**src/rtl/usos_pkg.sv**
```systemverilog
// Shared types and constants for the rear ultrasonic obstacle scanner.
// Used by usos_cfg, usos_core and the top level; depends on nothing else.
`default_nettype none

package usos_pkg;

    localparam int LINES     = 3;   // sensors with physical trigger/echo lines
    localparam int TICK_W    = 16;  // phase and width counters
    localparam int CFG_IDX_W = 3;
    localparam int CFG_DAT_W = 16;
    localparam int HIT_W     = 2;

    localparam logic [CFG_IDX_W-1:0] REG_TRIGGER_TICKS = 3'd0;
    localparam logic [CFG_IDX_W-1:0] REG_ECHO_TIMEOUT  = 3'd1;
    localparam logic [CFG_IDX_W-1:0] REG_RESET_PULSE   = 3'd2;
    localparam logic [CFG_IDX_W-1:0] REG_GAP_TICKS     = 3'd3;
    localparam logic [CFG_IDX_W-1:0] REG_CRITICAL_CM   = 3'd4;
    localparam logic [CFG_IDX_W-1:0] REG_TICKS_PER_CM  = 3'd5;

    localparam logic [TICK_W-1:0] WIDTH_MAX = 16'hFFFF;

    typedef enum logic [4:0] {
        PH_IDLE    = 5'b00001,
        PH_TRIGGER = 5'b00010,
        PH_WAIT    = 5'b00100,
        PH_RESET   = 5'b01000,
        PH_GAP     = 5'b10000
    } phase_t;

    typedef struct packed {
        logic [7:0]  trigger_ticks;
        logic [15:0] echo_timeout_ticks;
        logic [9:0]  reset_pulse_ticks;
        logic [15:0] gap_ticks;
        logic [15:0] limit;          // critical_cm * ticks_per_cm
    } cfg_t;

    typedef struct packed {
        logic [LINES-1:0]  trigger_lines;
        logic [LINES-1:0]  echo_drive;
        logic              busy_res;
        logic              done_res;
        logic              obstacle;
        logic [HIT_W-1:0]  hit_sensor;
        logic [TICK_W-1:0] echo_width;
    } res_t;

endpackage

`default_nettype wire

```
**src/rtl/usos_cfg.sv**
```systemverilog
// Configuration register file for the scanner, with the derived
// obstacle width limit. Depends on usos_pkg.
`default_nettype none

module usos_cfg (
    input  wire                            clk,
    input  wire                            rst_n,
    input  wire                            cfg_we,
    input  wire [usos_pkg::CFG_IDX_W-1:0]  cfg_index,
    input  wire [usos_pkg::CFG_DAT_W-1:0]  cfg_data,
    output usos_pkg::cfg_t                 cfg
);
    import usos_pkg::*;

    logic [7:0]  trigger_reg;
    logic [15:0] timeout_reg;
    logic [9:0]  reset_pulse_reg;
    logic [15:0] gap_reg;
    logic [7:0]  critical_reg;
    logic [7:0]  per_cm_reg;

    always_ff @(posedge clk or negedge rst_n)
    begin
        if (!rst_n)
        begin
            trigger_reg     <= 8'd10;
            timeout_reg     <= 16'd30000;
            reset_pulse_reg <= 10'd200;
            gap_reg         <= 16'd5000;
            critical_reg    <= 8'd18;
            per_cm_reg      <= 8'd58;
        end
        else if (cfg_we)
        begin
            unique case (cfg_index)
                REG_TRIGGER_TICKS: trigger_reg     <= cfg_data[7:0];
                REG_ECHO_TIMEOUT:  timeout_reg     <= cfg_data;
                REG_RESET_PULSE:   reset_pulse_reg <= cfg_data[9:0];
                REG_GAP_TICKS:     gap_reg         <= cfg_data;
                REG_CRITICAL_CM:   critical_reg    <= cfg_data[7:0];
                REG_TICKS_PER_CM:  per_cm_reg      <= cfg_data[7:0];
                default:           ;
            endcase
        end
    end

    // 8 x 8 product, at most 65025, so it fits the width counter
    assign cfg.trigger_ticks      = trigger_reg;
    assign cfg.echo_timeout_ticks = timeout_reg;
    assign cfg.reset_pulse_ticks  = reset_pulse_reg;
    assign cfg.gap_ticks          = gap_reg;
    assign cfg.limit              = 16'(critical_reg) * 16'(per_cm_reg);

endmodule

`default_nettype wire

```
**src/rtl/usos_core.sv**
```systemverilog
// Scan sequencer: per-tick phase update, echo edge detection and width count.
// Produces the next result for each tick. Depends on usos_pkg.
`default_nettype none

module usos_core #(
    parameter int NUM_SENSORS = 3
) (
    input  wire                         clk,
    input  wire                         rst_n,
    input  wire                         step,
    input  wire                         start_req,
    input  wire [usos_pkg::LINES-1:0]   echo_levels,
    input  usos_pkg::cfg_t              cfg,
    output usos_pkg::res_t              res
);
    import usos_pkg::*;

    localparam int IDX_W = (NUM_SENSORS > 1) ? $clog2(NUM_SENSORS) : 1;
    localparam logic [IDX_W-1:0] LAST_IDX = IDX_W'(NUM_SENSORS - 1);

    phase_t             phase_reg,  phase_next;
    logic [IDX_W-1:0]   idx_reg,    idx_next;
    logic [TICK_W-1:0]  ticks_reg,  ticks_next;
    logic [TICK_W-1:0]  width_reg,  width_next;
    logic [LINES-1:0]   prev_reg;
    logic               first_reg,  first_next;
    logic [2:0]         flags_reg,  flags_next;
    logic               done_now;
    logic               change;
    logic [TICK_W-1:0]  ticks_inc;
    logic [IDX_W:0]     idx_inc;

    function automatic logic [LINES-1:0] line_mask(input logic [IDX_W-1:0] idx);
        logic [LINES-1:0] m;
        for (int k = 0; k < LINES; k++)
        begin
            m[k] = (int'(idx) == k);
        end
        return m;
    endfunction

    assign change    = |((echo_levels ^ prev_reg) & line_mask(idx_reg));
    assign ticks_inc = ticks_reg + 1'b1;
    assign idx_inc   = {1'b0, idx_reg} + 1'b1;

    always_comb
    begin
        phase_next = phase_reg;
        idx_next   = idx_reg;
        ticks_next = ticks_reg;
        width_next = width_reg;
        first_next = first_reg;
        flags_next = flags_reg;
        done_now   = 1'b0;

        unique case (phase_reg)
            PH_IDLE:
            begin
                if (start_req)
                begin
                    flags_next = '0;
                    idx_next   = '0;
                    phase_next = PH_TRIGGER;
                    ticks_next = '0;
                    width_next = '0;
                    first_next = 1'b0;
                end
            end
            PH_TRIGGER:
            begin
                ticks_next = ticks_inc;
                if (ticks_inc >= TICK_W'(cfg.trigger_ticks))
                begin
                    phase_next = PH_WAIT;
                    ticks_next = '0;
                end
            end
            PH_WAIT:
            begin
                ticks_next = ticks_inc;
                if (first_reg && width_reg != WIDTH_MAX)
                begin
                    width_next = width_reg + 1'b1;
                end
                if (change && first_reg)
                begin
                    // Second edge: measurement complete, timeout does not apply
                    if (width_next < cfg.limit)
                    begin
                        phase_next = PH_IDLE;
                        ticks_next = '0;
                        flags_next = {idx_inc[HIT_W-1:0], 1'b1};
                        done_now   = 1'b1;
                    end
                    else if (idx_reg == LAST_IDX)
                    begin
                        phase_next = PH_IDLE;
                        ticks_next = '0;
                        flags_next = '0;
                        done_now   = 1'b1;
                    end
                    else if (cfg.gap_ticks == '0)
                    begin
                        idx_next   = idx_inc[IDX_W-1:0];
                        phase_next = PH_TRIGGER;
                        ticks_next = '0;
                        width_next = '0;
                        first_next = 1'b0;
                    end
                    else
                    begin
                        phase_next = PH_GAP;
                        ticks_next = '0;
                    end
                end
                else
                begin
                    if (change)
                    begin
                        first_next = 1'b1;
                        width_next = '0;
                    end
                    if (ticks_inc >= cfg.echo_timeout_ticks)
                    begin
                        phase_next = PH_RESET;
                        ticks_next = '0;
                    end
                end
            end
            PH_RESET:
            begin
                ticks_next = ticks_inc;
                if (ticks_inc >= TICK_W'(cfg.reset_pulse_ticks))
                begin
                    if (idx_reg == LAST_IDX)
                    begin
                        phase_next = PH_IDLE;
                        ticks_next = '0;
                        flags_next = '0;
                        done_now   = 1'b1;
                    end
                    else if (cfg.gap_ticks == '0)
                    begin
                        idx_next   = idx_inc[IDX_W-1:0];
                        phase_next = PH_TRIGGER;
                        ticks_next = '0;
                        width_next = '0;
                        first_next = 1'b0;
                    end
                    else
                    begin
                        phase_next = PH_GAP;
                        ticks_next = '0;
                    end
                end
            end
            PH_GAP:
            begin
                ticks_next = ticks_inc;
                if (ticks_inc >= cfg.gap_ticks)
                begin
                    idx_next   = idx_inc[IDX_W-1:0];
                    phase_next = PH_TRIGGER;
                    ticks_next = '0;
                    width_next = '0;
                    first_next = 1'b0;
                end
            end
            default:
            begin
                phase_next = PH_IDLE;
                ticks_next = '0;
            end
        endcase
    end

    always_ff @(posedge clk or negedge rst_n)
    begin
        if (!rst_n)
        begin
            phase_reg <= PH_IDLE;
            idx_reg   <= '0;
            ticks_reg <= '0;
            width_reg <= '0;
            prev_reg  <= '0;
            first_reg <= 1'b0;
            flags_reg <= '0;
        end
        else if (step)
        begin
            phase_reg <= phase_next;
            idx_reg   <= idx_next;
            ticks_reg <= ticks_next;
            width_reg <= width_next;
            prev_reg  <= echo_levels;
            first_reg <= first_next;
            flags_reg <= flags_next;
        end
    end

    assign res.trigger_lines = (phase_next == PH_TRIGGER) ? line_mask(idx_next) : '0;
    assign res.echo_drive    = (phase_next == PH_RESET) ? line_mask(idx_next) : '0;
    assign res.busy_res      = (phase_next != PH_IDLE);
    assign res.done_res      = done_now;
    assign res.obstacle      = flags_next[0];
    assign res.hit_sensor    = flags_next[2:1];
    assign res.echo_width    = width_next;

`ifndef SYNTHESIS
    a_done_not_busy: assert property (@(posedge clk) disable iff (!rst_n)
        res.done_res |-> !res.busy_res)
        else $error("scan done reported while still busy");

    a_trig_drive_excl: assert property (@(posedge clk) disable iff (!rst_n)
        !((|res.trigger_lines) && (|res.echo_drive)))
        else $error("trigger and echo drive active together");

    a_idle_holds: assert property (@(posedge clk) disable iff (!rst_n)
        (step && phase_reg == PH_IDLE && !start_req) |=> phase_reg == PH_IDLE)
        else $error("left idle without a start request");

    a_obstacle_only_done: assert property (@(posedge clk) disable iff (!rst_n)
        (step && res.obstacle && !flags_reg[0]) |-> res.done_res)
        else $error("obstacle flag set outside scan completion");
`endif

endmodule

`default_nettype wire

```
**src/rtl/rear_ultrasonic_obstacle_scanner.sv**
```systemverilog
// Rear ultrasonic obstacle scanner, one transaction per microsecond tick.
// Accepted ticks pass the input register, then the result register; the output can stall.
// One tick per cycle unless out_ready stalls; the whole phase update fits between those two.
// Reset (rst_n low, asynchronous): scan idle, counters and result flags cleared,
// configuration registers back to their defaults.
`default_nettype none

module rear_ultrasonic_obstacle_scanner #(
    parameter int NUM_SENSORS = 3
) (
    input  wire                            clk,
    input  wire                            rst_n,
    input  wire                            cfg_we,
    input  wire [usos_pkg::CFG_IDX_W-1:0]  cfg_index,
    input  wire [usos_pkg::CFG_DAT_W-1:0]  cfg_data,
    input  wire                            in_valid,
    output logic                           in_ready,
    input  wire                            start_req,
    input  wire [usos_pkg::LINES-1:0]      echo_levels,
    output logic                           out_valid,
    input  wire                            out_ready,
    output logic [usos_pkg::LINES-1:0]     trigger_lines,
    output logic [usos_pkg::LINES-1:0]     echo_drive,
    output logic                           busy_res,
    output logic                           done_res,
    output logic                           obstacle,
    output logic [usos_pkg::HIT_W-1:0]     hit_sensor,
    output logic [usos_pkg::TICK_W-1:0]    echo_width
);
    import usos_pkg::*;

    cfg_t             cfg;
    res_t             res_comb;
    res_t             res_reg;
    logic             s1_valid_reg;
    logic             s1_start_reg;
    logic [LINES-1:0] s1_echo_reg;
    logic             out_valid_reg;
    logic             step;

    // Advance the held tick when the result register is free or being emptied
    assign step     = s1_valid_reg && (!out_valid_reg || out_ready);
    assign in_ready = !s1_valid_reg || step;

    always_ff @(posedge clk or negedge rst_n)
    begin
        if (!rst_n)
        begin
            s1_valid_reg  <= 1'b0;
            out_valid_reg <= 1'b0;
        end
        else
        begin
            if (in_ready)
            begin
                s1_valid_reg <= in_valid;
            end
            if (step)
            begin
                out_valid_reg <= 1'b1;
            end
            else if (out_ready)
            begin
                out_valid_reg <= 1'b0;
            end
        end
    end

    always_ff @(posedge clk)
    begin
        if (in_valid && in_ready)
        begin
            s1_start_reg <= start_req;
            s1_echo_reg  <= echo_levels;
        end
        if (step)
        begin
            res_reg <= res_comb;
        end
    end

    usos_cfg u_cfg (
        .clk       (clk),
        .rst_n     (rst_n),
        .cfg_we    (cfg_we),
        .cfg_index (cfg_index),
        .cfg_data  (cfg_data),
        .cfg       (cfg)
    );

    usos_core #(
        .NUM_SENSORS (NUM_SENSORS)
    ) u_core (
        .clk         (clk),
        .rst_n       (rst_n),
        .step        (step),
        .start_req   (s1_start_reg),
        .echo_levels (s1_echo_reg),
        .cfg         (cfg),
        .res         (res_comb)
    );

    assign out_valid     = out_valid_reg;
    assign trigger_lines = res_reg.trigger_lines;
    assign echo_drive    = res_reg.echo_drive;
    assign busy_res      = res_reg.busy_res;
    assign done_res      = res_reg.done_res;
    assign obstacle      = res_reg.obstacle;
    assign hit_sensor    = res_reg.hit_sensor;
    assign echo_width    = res_reg.echo_width;

`ifndef SYNTHESIS
    a_step_fills_out: assert property (@(posedge clk) disable iff (!rst_n)
        step |=> out_valid_reg)
        else $error("processed tick produced no result");

    a_no_step_when_blocked: assert property (@(posedge clk) disable iff (!rst_n)
        (out_valid_reg && !out_ready) |-> !step)
        else $error("result overwritten while stalled");

    a_held_tick_kept: assert property (@(posedge clk) disable iff (!rst_n)
        (s1_valid_reg && !step) |=> s1_valid_reg)
        else $error("held tick dropped without processing");
`endif

endmodule

`default_nettype wire

```
**config.mk**
```make
export PLATFORM = sky130hd
export DESIGN_NAME = rear_ultrasonic_obstacle_scanner
export DESIGN_NICKNAME = d
export VERILOG_FILES = /design/src/rtl/usos_pkg.sv /design/src/rtl/usos_cfg.sv /design/src/rtl/usos_core.sv /design/src/rtl/rear_ultrasonic_obstacle_scanner.sv
export SDC_FILE = /design/constraint.sdc
export NUM_CORES = 1
export LEC_CHECK = 0
export ABC_AREA = 1
export BUFFER_PORTS_ARGS = -buffer_cell sky130_fd_sc_hd__clkbuf_2
export CAP_MARGIN = 20
export CELL_PAD_IN_SITES_DETAIL_PLACEMENT = 0
export CELL_PAD_IN_SITES_GLOBAL_PLACEMENT = 1
export CORE_MARGIN = 2
export CORE_UTILIZATION = 34
export CTS_CLUSTER_DIAMETER = 50
export DETAILED_ROUTE_END_ITERATION = 16
export GPL_ROUTABILITY_DRIVEN = 0
export PLACE_DENSITY_LB_ADDON = 0.1
export REMOVE_ABC_BUFFERS = 1
export SYNTH_ARGS = -nofsm -noshare
export SYNTH_HDL_FRONTEND = slang
export SYNTH_HIERARCHICAL = 1
export SYNTH_SLANG_ARGS = --single-unit
```
**constraint.sdc**
```tcl
create_clock -name clk -period 5.2 [get_ports clk]
set_clock_uncertainty 0.15 [all_clocks]
set_input_delay 1.3 -clock clk [delete_from_list [all_inputs] [get_ports clk]]
set_output_delay 1.3 -clock clk [all_outputs]
set_load 0.02 [all_outputs]
```
==> flow_summary.yaml <==
run_status:
  status: "complete, but fails checks"
  violations: "negative setup slack"
logic_synthesis:
  synth_fa_ha_area_frac: 0.179
  ys_ff_latch: 145
  synth_xor_area_frac: 0.0207
  synthSimpleGateAreaFrac: 0.245
  synth_area_per_cell_sq_um: 7.65
  synthArstFlopShare: 0.786
  syn_inst: 1492
  ys.flop_type: "dfrtp_1"
  synthDistinctLibCells: 48
  synth_edf_count: 31
  synth_top_family_by_area: "simple AND/OR/NAND/NOR gates"
  synth_mux_area_frac: 0
  seq_area_frac_synth: 0.334
  synth_compound_area_frac: 0.0934
  ys_warn_count: 6
  synth_area_sq_um: 11400
sta:
  slew_viol_final: 0
  timing.slew.headroom: 0.380
  worstMarginPinSlew_ps: 930
  max_freq_mhz: 176
  layout_setup_ws_ps: -486
  min_period_ps: 5690
  finalSetupViolCount: 52
  hold_viol_final: 0
  rsz0062_at_grt: "true"
  period_share: 1.09
cts:
  cts.path.max_buffers: 2
  clk_pin_slew_worst_paths_ps: 60
  cts_sinks: 145
  htree_levels: 4
  worstSkewPairLatency_ps: 440
  tritoncts: "yes"
  numCtsBuffers: 17
  cts-root-buf: "clkbuf_16"
cells_and_area:
  area_growth_pct: 20.5
  final_area_sq_um: 13800
  nNetsFinal: 1777
  antenna_cells: 0
  drive_gt1_frac: 0.241
  fin_cells: 2068
route:
  viasPerCell: 4.49
  route.detailed.drc: 0
  num_vias: 9280
  dr.pass1.iters: 5
  drtIter0Drc: 389
  finalWirelength_microns: 28600
  post_drt_wl_per_cell_microns: 13.8
  antenna_left: 0
floorplanning:
  core_sq_um: 33300
  ios: 57
  dieArea_sq_um: 35100
  num_rows: 67
  initial_core_util: 0.343
  die-width_microns: 187
  die_h_microns: 187
worst_setup_path:
  cpPeakStageDelay_ps: 580
  ff2ff_path_depth: 28
  crit_start: "u_cfg/per_cm_reg[5]"
  crit_required_ps: 5250
  reg2reg_to: "done_res"
  rr_startpoint: "u_cfg/per_cm_reg[5]"
  worstSetupPathType: "reg2reg"
  rrSetupSlack_ps: -490
  worstPathMaxFanout: 6
  arrival_ps: 5730
  slowest_stage: "dfstp_2"
  worstSetupEndpointType: "register"
  crit_path_start_kind: "register"
  crit_path_end: "done_res"
power:
  swShare: 0.395
  p_switching_mw: 2.10
  p_seq_frac: 0.274
  leakage_nw: 7.44
  irDropWorstVdd_mv: 0.233
  internal-power_mw: 3.21
  p_clk_frac: 0.238
  powerDensity_nw_per_um2: 386
  power_frac_comb: 0.487
placed_design:
  placed_area_sq_um: 12500
  numPortBuffers: 56
  hpwl_microns: 21800
  dp.cells: 2020
grt:
  grt_remaining_overflow: 0
  antenna_found_initial: 0
  grt_max_degree: 65
  grt_pass1_wl_microns: 48800
  grt_pass1_vias: 9531
  grt_usage: 0.174
flow_run:
  drv_cap: 0
min_path:
  hp-class: "reg2reg"
-- area by class of cell --
type | instances | area, sq um
fillers | 3501 | 19500
repair buffers | 138 | 946
multi-input cells | 990 | 6650
clock inverters | 9 | 101
flip-flops and latches | 145 | 3820
clock buffers | 23 | 498
well taps | 448 | 561
inverters | 315 | 1180
-- power by group through the flow --
stage	Sequential [mW]	Clock (mW)	Combinational [mW]
2_1_floorplan	1.48	0	1.33
3_3_place_gp	1.47	0	2.13
3_5_place_dp	1.48	0	2.13
4_1_cts	1.46	1.31	2.52
5_1_grt	1.48	1.35	2.97
6_report	1.46	1.26	2.59
-- cells in the mapped netlist (4+ instances only) --
cell type    n  area [sq um]
nand2_1    417          1570
inv_1      307          1150
ha_1       106          1330
dfrtp_1     90          2250
nor2_1      74           278
nand3_1     69           345
o21ai_0     54           270
a21oi_1     42           210
fa_1        36           721
nand2_2     33           206
o21ai_2     33           289
edfxtp_1    31           931
o21ai_1     26           130
dfstp_2     24           631
xor2_1      24           210
clkbuf_1    21          78.8
nand4_1     17           106
buf_6       13           146
nor3_1      13          65.1
inv_2        6          22.5
nand3_2      5          50.1
nor2_2       5          31.3
nor4_1       5          31.3
buf_2        4          20.0
-- worst min-delay path by stage --
stage / endpoint / startpoint / cells after the start
global placement: u_cfg/trigger_reg[3] / u_cfg/trigger_reg[3] / 2
floorplan: u_cfg/trigger_reg[2] / u_cfg/trigger_reg[2] / 2
finish: u_cfg/reset_pulse_reg[7] / u_cfg/reset_pulse_reg[7] / 2
detailed placement: u_cfg/reset_pulse_reg[7] / u_cfg/reset_pulse_reg[7] / 2
global route: u_cfg/timeout_reg[13] / u_cfg/timeout_reg[13] / 2
CTS: u_cfg/reset_pulse_reg[7] / u_cfg/reset_pulse_reg[7] / 2
-- critical path: cells and delay by family (launching register included) --
kind,cells,cell delay (ps)
compound gates,2,410
flops,1,580
simple gates,11,930
buf+inv,9,820
fa+ha+maj,6,2540
-- cells by family (layout without fill, tap and decap cells) --
family | after synthesis | after routing
compound gates | 172 | 172
xor+xnor | 27 | 27
fa+ha+maj | 142 | 142
buf+inv | 357 | 485
flops | 145 | 145
simple gates | 649 | 649
-- layout by cell type, fill, tap and decap left out, types with 3 or more instances in the layout --
cell       Yosys  routed
nand2_1      417     383
inv_1        307     292
ha_1         106      93
dfrtp_1       90      88
buf_4          3      75
nor2_1        74      63
nand2_2       33      61
clkbuf_2       0      55
nand3_1       69      53
o21ai_0       54      49
a21oi_1       42      39
o21ai_2       33      34
fa_1          36      34
edfxtp_1      31      31
o21ai_1       26      30
xor2_1        24      24
dfstp_2       24      24
inv_2          6      21
nand3_2        5      19
clkbuf_16      0      17
nand4_1       17      17
nor2_2         5      13
ha_4           0      13
nor3_1        13      10
nand2_4        1       7
buf_6         13       6
clkbuf_8       0       5
nor2_4         2       5
nor3_2         3       5
nor4_1         5       5
clkinv_2       0       3
inv_4          0       3
xnor2_1        3       3
a21oi_2        1       3
-- per-layer routing --
metal / global-route usage / vias up / part of all wire
met5: 0 / - / 0
met4: 0.0385 / 0 / 0.0084
met3: 0.0261 / 15 / 0.021
met2: 0.305 / 96 / 0.49
met1: 0.226 / 4289 / 0.48
li1: - / 4880 / -
-- metrics by stage --
stage                util  setup WS (ps)  hold WS, ps  total power, mW  setup TNS [ps]
finish              0.413           -486          326             5.31          -19910
global route        0.413           -765          341             5.80          -35110
CTS                 0.407           -475          327             5.29          -20130
detailed placement  0.376           -739          317             3.61          -31610
global placement    0.376           -666          311             3.60          -27920
floorplan               -           -713          303             2.81          -24000
-- timing repair --
item,in CTS,in global routing
hold buffers,0,0
resized for setup,90,39
setup buffers,9,9
endpoints found under the setup margin,52,52
pin swaps,48,27
hold endpoints to repair,0,0
gates cloned,0,0
No activity file was read; power rests on OpenSTA's default activity.
